**config.mk**
```make
export PLATFORM = sky130hd
export DESIGN_NAME = wildcard_byte_pattern_scan
export DESIGN_NICKNAME = d
export VERILOG_FILES = /design/src/sv/wbps_pkg.sv /design/src/sv/wbps_front.sv /design/src/sv/wbps_queue.sv /design/src/sv/wildcard_byte_pattern_scan.sv
export SDC_FILE = /design/constraint.sdc
export NUM_CORES = 2
export LEC_CHECK = 0
export BUFFER_PORTS_ARGS = -buffer_cell sky130_fd_sc_hd__buf_2
export CORE_ASPECT_RATIO = 0.9
export CORE_UTILIZATION = 30
export DETAILED_ROUTE_END_ITERATION = 16
export GPL_TIMING_DRIVEN = 0
export PLACE_DENSITY_LB_ADDON = 0.05
export REMOVE_ABC_BUFFERS = 1
export SKIP_CTS_REPAIR_TIMING = 1
export SYNTH_ARGS = -nofsm -noshare
export SYNTH_HDL_FRONTEND = slang
export SYNTH_SLANG_ARGS = --single-unit
```
**constraint.sdc**
```tcl
create_clock -name clk -period 11 [get_ports clk]
set_input_delay 0.55 -clock clk [delete_from_list [all_inputs] [get_ports clk]]
set_output_delay 0.55 -clock clk [all_outputs]
set_load 0.01 [all_outputs]
```
**src/sv/wbps_pkg.sv**
```systemverilog
// ----------------------------------------------------------------------------
// wbps_pkg: shared types and constants of the wildcard byte pattern scanner
// Register indexes, result word layout and the handshake structs that run
// between the front end, the result queue and the top level.
// ----------------------------------------------------------------------------
package wbps_pkg;

	// configuration port
	localparam int CFG_IDX_W  = 3;
	localparam int CFG_DATA_W = 64;

	localparam logic [CFG_IDX_W-1:0] REG_PAT_0    = 3'd0;
	localparam logic [CFG_IDX_W-1:0] REG_PAT_1    = 3'd1;
	localparam logic [CFG_IDX_W-1:0] REG_PAT_2    = 3'd2;
	localparam logic [CFG_IDX_W-1:0] REG_PAT_3    = 3'd3;
	localparam logic [CFG_IDX_W-1:0] REG_WILDCARD = 3'd4;
	localparam logic [CFG_IDX_W-1:0] REG_LENGTH   = 3'd5;

	// pattern storage is fixed by the register map: 4 words of 8 bytes
	localparam int PAT_WORDS   = 4;
	localparam int PAT_BYTES   = 32;
	localparam int PAT_IDX_W   = 5;
	localparam int WILD_W      = 32;
	localparam int LEN_W       = 6;
	localparam int MATCH_OFF_W = 32;

	// result queue
	localparam int QUEUE_DEPTH = 4;
	localparam int QUEUE_PTR_W = 2;

	typedef struct packed {
		logic                   found;
		logic [MATCH_OFF_W-1:0] match_offset;
	} result_t;

	typedef struct packed {
		logic    valid;
		result_t data;
	} result_wr_t;

	typedef struct packed {
		logic full;
		logic empty;
	} queue_status_t;

endpackage

```
**src/sv/wbps_front.sv**
```systemverilog
// ----------------------------------------------------------------------------
// wbps_front: byte intake, sliding window and pattern compare
// Holds the configuration, shifts each accepted byte into the window, counts
// the bytes of the image and, in the compare stage that follows, classifies
// the byte as match, not-found or silent; all but silent queue a result word.
// ----------------------------------------------------------------------------
module wbps_front
	import wbps_pkg::*;
#(
	parameter int MAX_PATTERN = 32,
	parameter int OFFSET_BITS = 32
) (
	input  logic                  clk,
	input  logic                  arst_n,
	input  logic                  push,
	output logic                  full,
	input  logic [7:0]            image_byte,
	input  logic                  final_byte,
	input  logic                  cfg_we,
	input  logic [CFG_IDX_W-1:0]  cfg_index,
	input  logic [CFG_DATA_W-1:0] cfg_data,
	input  queue_status_t         q_status,
	output result_wr_t            res_wr
);

	// configuration registers
	logic [CFG_DATA_W-1:0] pat_q [PAT_WORDS];
	logic [WILD_W-1:0]     wild_q;
	logic [LEN_W-1:0]      len_q;

	// pattern aligned to window positions
	logic [MAX_PATTERN-1:0] care_c, care_q;
	logic [7:0]             pa_c [MAX_PATTERN];
	logic [7:0]             pa_q [MAX_PATTERN];
	logic [LEN_W-1:0]       len_eff;
	logic [PAT_BYTES*8-1:0] pat_flat;

	// image state
	logic [7:0]             win_q [MAX_PATTERN];
	logic [OFFSET_BITS-1:0] count_q;
	logic                   clear_pend_q;
	logic                   reported_q;

	// compare stage
	logic valid_s1, last_s1, sat_s1;

	logic                   accept, advance;
	logic [MAX_PATTERN-1:0] eq;
	logic                   match_all, len_ok, hit;
	logic [OFFSET_BITS-1:0] off_raw;
	logic [63:0]            off_wide;
	logic [MATCH_OFF_W-1:0] off_clamp;

	// take configuration writes
	always_ff @(posedge clk or negedge arst_n) begin
		if (!arst_n) begin
			for (int w = 0; w < PAT_WORDS; w++) pat_q[w] <= '0;
			wild_q <= '0;
			len_q  <= LEN_W'(1);
		end else if (cfg_we) begin
			case (cfg_index)
				REG_PAT_0:    pat_q[0] <= cfg_data;
				REG_PAT_1:    pat_q[1] <= cfg_data;
				REG_PAT_2:    pat_q[2] <= cfg_data;
				REG_PAT_3:    pat_q[3] <= cfg_data;
				REG_WILDCARD: wild_q   <= cfg_data[WILD_W-1:0];
				REG_LENGTH:   len_q    <= cfg_data[LEN_W-1:0];
				default: ;
			endcase
		end
	end

	// clamp the length into 1..MAX_PATTERN
	always_comb begin
		if (len_q == '0)
			len_eff = LEN_W'(1);
		else if (len_q > LEN_W'(MAX_PATTERN))
			len_eff = LEN_W'(MAX_PATTERN);
		else
			len_eff = len_q;
	end

	// map pattern byte len-1-i onto window slot i (slot 0 = newest byte)
	assign pat_flat = {pat_q[3], pat_q[2], pat_q[1], pat_q[0]};

	always_comb begin
		logic [PAT_IDX_W-1:0] k;
		for (int i = 0; i < MAX_PATTERN; i++) begin
			k         = PAT_IDX_W'(len_eff - LEN_W'(1) - LEN_W'(i));
			care_c[i] = (LEN_W'(i) < len_eff) && !wild_q[k];
			pa_c[i]   = pat_flat[{k, 3'b000} +: 8];
		end
	end

	always_ff @(posedge clk) begin
		care_q <= care_c;
		for (int i = 0; i < MAX_PATTERN; i++) pa_q[i] <= pa_c[i];
	end

	// handshake: hold the compare stage while the queue is full
	assign advance = valid_s1 && !q_status.full;
	assign full    = valid_s1 && q_status.full;
	assign accept  = push && !full;

	// shift the window
	always_ff @(posedge clk) begin
		if (accept) begin
			win_q[0] <= image_byte;
			for (int i = 1; i < MAX_PATTERN; i++) win_q[i] <= win_q[i-1];
		end
	end

	// count bytes of the image, restart after the final byte
	always_ff @(posedge clk or negedge arst_n) begin
		if (!arst_n) begin
			count_q      <= '0;
			clear_pend_q <= 1'b0;
			valid_s1     <= 1'b0;
			last_s1      <= 1'b0;
			sat_s1       <= 1'b0;
		end else begin
			if (accept) begin
				clear_pend_q <= final_byte;
				last_s1      <= final_byte;
				if (clear_pend_q) begin
					count_q <= OFFSET_BITS'(1);
					sat_s1  <= 1'b0;
				end else begin
					sat_s1 <= &count_q;
					if (!(&count_q)) count_q <= count_q + OFFSET_BITS'(1);
				end
			end
			if (accept)
				valid_s1 <= 1'b1;
			else if (advance)
				valid_s1 <= 1'b0;
		end
	end

	// compare the window against the aligned pattern
	always_comb begin
		for (int i = 0; i < MAX_PATTERN; i++) eq[i] = (win_q[i] == pa_q[i]);
	end

	assign match_all = &(~care_q | eq);
	assign len_ok    = count_q >= OFFSET_BITS'(len_eff);
	assign hit       = valid_s1 && !reported_q && len_ok && match_all;

	// offset of the first matching byte, clamped to the port width
	assign off_raw   = sat_s1 ? count_q : count_q - OFFSET_BITS'(len_eff);
	assign off_wide  = 64'(off_raw);
	assign off_clamp = (off_wide > 64'hFFFF_FFFF) ? '1 : off_wide[MATCH_OFF_W-1:0];

	// drive the result word into the queue
	always_comb begin
		res_wr.valid             = advance && (hit || (last_s1 && !reported_q));
		res_wr.data.found        = hit;
		res_wr.data.match_offset = hit ? off_clamp : '0;
	end

	// mark a reported match, drop the mark at the end of the image
	always_ff @(posedge clk or negedge arst_n) begin
		if (!arst_n) begin
			reported_q <= 1'b0;
		end else if (advance) begin
			reported_q <= last_s1 ? 1'b0 : (reported_q | hit);
		end
	end

endmodule

```
**src/sv/wbps_queue.sv**
```systemverilog
// ----------------------------------------------------------------------------
// wbps_queue: result queue
// Short first-word-fall-through queue between the compare stage and the
// result port, so that either side can stall on its own.
// ----------------------------------------------------------------------------
module wbps_queue
	import wbps_pkg::*;
(
	input  logic          clk,
	input  logic          arst_n,
	input  result_wr_t    wr,
	input  logic          pop,
	output result_t       head,
	output queue_status_t status
);

	result_t                entry_q [QUEUE_DEPTH];
	logic [QUEUE_PTR_W-1:0] wr_ptr_q, rd_ptr_q;
	logic [QUEUE_PTR_W:0]   cnt_q;
	logic                   do_rd;

	assign status.empty = (cnt_q == '0);
	assign status.full  = (cnt_q == (QUEUE_PTR_W+1)'(QUEUE_DEPTH));
	assign do_rd        = pop && !status.empty;
	assign head         = entry_q[rd_ptr_q];

	// store the incoming word
	always_ff @(posedge clk) begin
		if (wr.valid) entry_q[wr_ptr_q] <= wr.data;
	end

	// advance pointers and fill count
	always_ff @(posedge clk or negedge arst_n) begin
		if (!arst_n) begin
			wr_ptr_q <= '0;
			rd_ptr_q <= '0;
			cnt_q    <= '0;
		end else begin
			if (wr.valid) wr_ptr_q <= wr_ptr_q + QUEUE_PTR_W'(1);
			if (do_rd)    rd_ptr_q <= rd_ptr_q + QUEUE_PTR_W'(1);
			case ({wr.valid, do_rd})
				2'b10:   cnt_q <= cnt_q + (QUEUE_PTR_W+1)'(1);
				2'b01:   cnt_q <= cnt_q - (QUEUE_PTR_W+1)'(1);
				default: cnt_q <= cnt_q;
			endcase
		end
	end

endmodule

```
**src/sv/wildcard_byte_pattern_scan.sv**
```systemverilog
// ----------------------------------------------------------------------------
// wildcard_byte_pattern_scan: byte signature scanner with wildcard positions
// A result word is formed by the window compare in the compare stage and
// then passes through the queue before it reaches the result ports.
// Throughput: one byte per cycle unless a full queue holds the compare stage.
// Reset clears the byte count, the queue and the configuration (length 1).
// ----------------------------------------------------------------------------
module wildcard_byte_pattern_scan
	import wbps_pkg::*;
#(
	parameter int MAX_PATTERN = 32,
	parameter int OFFSET_BITS = 32
) (
	input  logic                   clk,
	input  logic                   arst_n,
	input  logic                   push,
	output logic                   full,
	input  logic [7:0]             image_byte,
	input  logic                   final_byte,
	output logic                   empty,
	input  logic                   pop,
	output logic                   found,
	output logic [MATCH_OFF_W-1:0] match_offset,
	input  logic                   cfg_we,
	input  logic [CFG_IDX_W-1:0]   cfg_index,
	input  logic [CFG_DATA_W-1:0]  cfg_data
);

	result_wr_t    res_wr;
	result_t       head;
	queue_status_t q_status;

	// intake and compare
	wbps_front #(
		.MAX_PATTERN (MAX_PATTERN),
		.OFFSET_BITS (OFFSET_BITS)
	) u_front (
		.clk        (clk),
		.arst_n     (arst_n),
		.push       (push),
		.full       (full),
		.image_byte (image_byte),
		.final_byte (final_byte),
		.cfg_we     (cfg_we),
		.cfg_index  (cfg_index),
		.cfg_data   (cfg_data),
		.q_status   (q_status),
		.res_wr     (res_wr)
	);

	// result queue
	wbps_queue u_queue (
		.clk    (clk),
		.arst_n (arst_n),
		.wr     (res_wr),
		.pop    (pop),
		.head   (head),
		.status (q_status)
	);

	assign empty        = q_status.empty;
	assign found        = head.found;
	assign match_offset = head.match_offset;

	// never write a full queue
	assert property (@(posedge clk) disable iff (!arst_n)
		res_wr.valid |-> !q_status.full)
		else $error("result written into a full queue");

	// an empty queue never stalls intake
	assert property (@(posedge clk) disable iff (!arst_n)
		q_status.empty |-> !full)
		else $error("intake stalled with an empty queue");

	// a not-found word carries a zero offset
	assert property (@(posedge clk) disable iff (!arst_n)
		(res_wr.valid && !res_wr.data.found) |-> (res_wr.data.match_offset == '0))
		else $error("not-found result with nonzero offset");

	// a word written into an empty queue is visible on the next cycle
	assert property (@(posedge clk) disable iff (!arst_n)
		(res_wr.valid && q_status.empty) |=> !empty)
		else $error("written word not visible");

endmodule

```
==> impl_metrics.ini <==
[grt]
antenna_found_initial = 13
grt_usage_pct = 21.39
grt_pass1_vias = 33175
grt_max_degree = 120
grt_pass1_wl_um = 265700
grt.overflow.total = 0

[critical_path]
r2r_cells = 14
crit_chain = inv_1 > nand2_1 > ha_1 > inv_1 > xnor2_2 > buf_8 > buf_8 > inv_4 > buf_16 > xnor2_4 > buf_16 > mux4_2 > mux4_2 > a21boi_0
critPathCaptureType = flop
r2r_start = u_front.len_q[5]$_DFFE_PN0P_
arrival_ns = 8.12
start_kind = flop
slowest_stage = xnor2_2
r2r_end = u_front.care_q[17]$_DFF_P_
crit_fanout = 43
required_ns = 11.49
cpPeakStageDelay_ns = 0.89
criticalPathCategory = reg2reg
rrSetupSlack_ns = 3.37

[placement]
place.gp.congestion = 0.9121
port_buffers = 115
dp_cells = 6224
placed_area_um2 = 57000
place_ws_ns = 3.548
place_hpwl_um = 147100

[sta]
hold_viol_final = 0
fmax_ghz = 0.1311
finalCritPeriodShare_pct = 69.34
worstMarginPinSlew_ns = 1.485
setup_tns_ns = 0
finalSetupViolations = 0
skew_ns = 0.04024
rsz0062_at_grt = no
fin_ws_ns = 3.372
timing.final.crit_period_ns = 7.628
relSlewSlack_pct = 0.07350
slew_violations = 0
whs_ns = 0.04973

[cells_and_area]
fin_nets = 4198
areaGrowthSynthToFinish_pct = 16.81
finalNonFillerCells = 6456
drive_above_1_share_pct = 27.33
mostFrequentLayoutCell = mux2i_1
fillers = 16747
fin_area_um2 = 60970
final_cell_mix = mux2i_1, mux2_2, edfxtp_1
antenna_cells = 0

[outcome]
outcome = complete, but fails checks
violations = max-capacitance violations

[route]
drcViolationCount = 0
avgRoutedWirePerCell_um = 29.35
initialDrtViolationCount = 2353
first_pass_iters = 6
via_count = 32946
ant_nets = 0
routed_via_density = 5.103
drt_wl_total_um = 189500

[yosys]
netlist_instances = 3966
synthXorXnorAreaFrac_pct = 5.491
yosysTopAreaCell = edfxtp_1
yosys.area_share.simple_pct = 5.669
syn-mean-instance-area_um2 = 13.16
synth_top_area_share_pct = 22.32
synth-seq-cells = 1013
synthTopCellsByArea = edfxtp_1, dfrtp_1, mux2i_1
synth_fa_ha_area_share_pct = 0.6999
async_flop_share_pct = 33.27
mappedNetlistArea_um2 = 52200
ys_types = 66
synth_edf_count = 388
synthFlopType = edfxtp_1
synthMuxAreaShare_pct = 34.20
synth_top_family_by_area = multiplexers
ys_seq_area_share_pct = 49.52
yosys_warnings = 0
synth_compound_area_share_pct = 2.138

[clock_tree]
clock-root-buffer = clkbuf_16
clk_latency_ns = 0.77
htree_levels = 3
cts_buffers = 117
cts_tree = built
cts.clk_slew.worst_paths_ns = 0.06
cts.sinks = 1013
cts.path.max_buffers = 3

[floorplanning]
die_height_um = 397.7
fp.dieArea_um2 = 175700
start_util_pct = 30.34
die_x_um = 441.7
core.rowCount = 144
ios = 116
coreArea_um2 = 172100

[hold_path]
worst_hold_path_type = in2reg
min_to = u_front.win_q[0][1]$_DFFE_PP_
hold_depth = 1
min-delay-start = image_byte[1]

[power_and_ir_drop]
p_switching_mw = 9.296
p_comb_share_pct = 54.8
intPower_mw = 12.60
swShare_pct = 42.45
pwr-share-clk_pct = 18.1
leakagePower_nw = 24.61
p_seq_share_pct = 27.1
ir_drop_uv = 266.5
power_density_nw_per_um2 = 359.2

[flow_run]
cap_violations = 1
[worst max-delay path: cells and delay by family (launching register included)]
kind            cells  cell delay [ns]
compound gates      1             0.23
xor+xnor            2             1.49
fa+ha+maj           1             0.62
buf+inv             7             2.14
flops               1             0.88
mux                 2             1.11
simple gates        1             0.76
[through the flow]
stage	utilization (%)	power, mW
2_1_floorplan	-	13.47
3_3_place_gp	31.71	18.31
3_5_place_dp	33.13	18.01
4_1_cts	35.38	22.10
5_1_grt	35.44	22.94
6_report	35.44	21.90
[layer usage]
layer	vias up	part of all wire (%)	track usage, %
met3	160	4.2	3.190
met1	17114	49	30.97
met4	0	1.8	4.007
met2	721	45	33.93
met5	-	0	0
li1	14951	-	-
[worst max path at each step]
stage / start / to
finish: u_front.len_q[5]$_DFFE_PN0P_ / u_front.care_q[17]$_DFF_P_
detailed placement: u_front.len_q[5]$_DFFE_PN0P_ / u_front.care_q[17]$_DFF_P_
global placement: u_front.len_q[3]$_DFFE_PN0P_ / u_front.care_q[21]$_DFF_P_
global route: u_front.len_q[5]$_DFFE_PN0P_ / u_front.care_q[17]$_DFF_P_
floorplan: u_front.len_q[3]$_DFFE_PN0P_ / u_front.care_q[9]$_DFF_P_
CTS: u_front.len_q[5]$_DFFE_PN0P_ / u_front.care_q[17]$_DFF_P_
[state kept, by name (all words and copies together), names as in the netlist]
signal	flops
u_front.len_q	6
u_queue.rd_ptr_q	2
u_front.sat_s1	1
u_front.win_q	256
u_front.pat_flat	256
u_queue.cnt_q	3
u_front.wild_q	32
u_front.valid_s1	1
u_front.care_q	32
u_queue.entry_q	132
u_front.count_q	32
u_front.clear_pend_q	1
u_front.reported_q	1
u_queue.wr_ptr_q	2
u_front.pa_q	256
[synthesized netlist by cell type, drive strengths merged (18+ instances only)]
master / n
nand4: 80
dfrtp: 336
mux4: 192
dfxtp: 288
buf: 126
inv: 40
xnor2: 303
a21oi: 37
ha: 26
nand2: 361
nor2: 91
mux2: 490
mux2i: 797
nor2b: 18
clkbuf: 112
edfxtp: 388
xor2: 20
o21ai: 98
[cell type report]
type / count / area (um2) / area share [%]
Timing Repair Buffer: 242 / 2710 / 4.445
Inverter: 40 / 177.7 / 0.2914
Multi-Input combinational cell: 2675 / 25520 / 41.85
Tap cell: 2263 / 2831 / 4.644
Clock inverter: 48 / 504.2 / 0.8270
Sequential cell: 1013 / 25850 / 42.40
Clock buffer: 175 / 3377 / 5.538
[logic make-up after synthesis]
logic type / Yosys count
xor+xnor: 323
fa+ha+maj: 28
mux: 1479
buf+inv: 278
simple gates: 653
flops: 1013
compound gates: 192
[power by group through the flow]
stage               clock network (mW)  logic [mW]  registers (mW)
CTS                               4.09        12.1            5.94
global placement                     0        12.2            6.12
global route                      4.21        12.7            6.04
floorplan                            0        7.76            5.70
detailed placement                   0        12.0            6.00
finish                            3.97        12.0            5.93
Note: power is estimated with default switching activity, not from simulation.
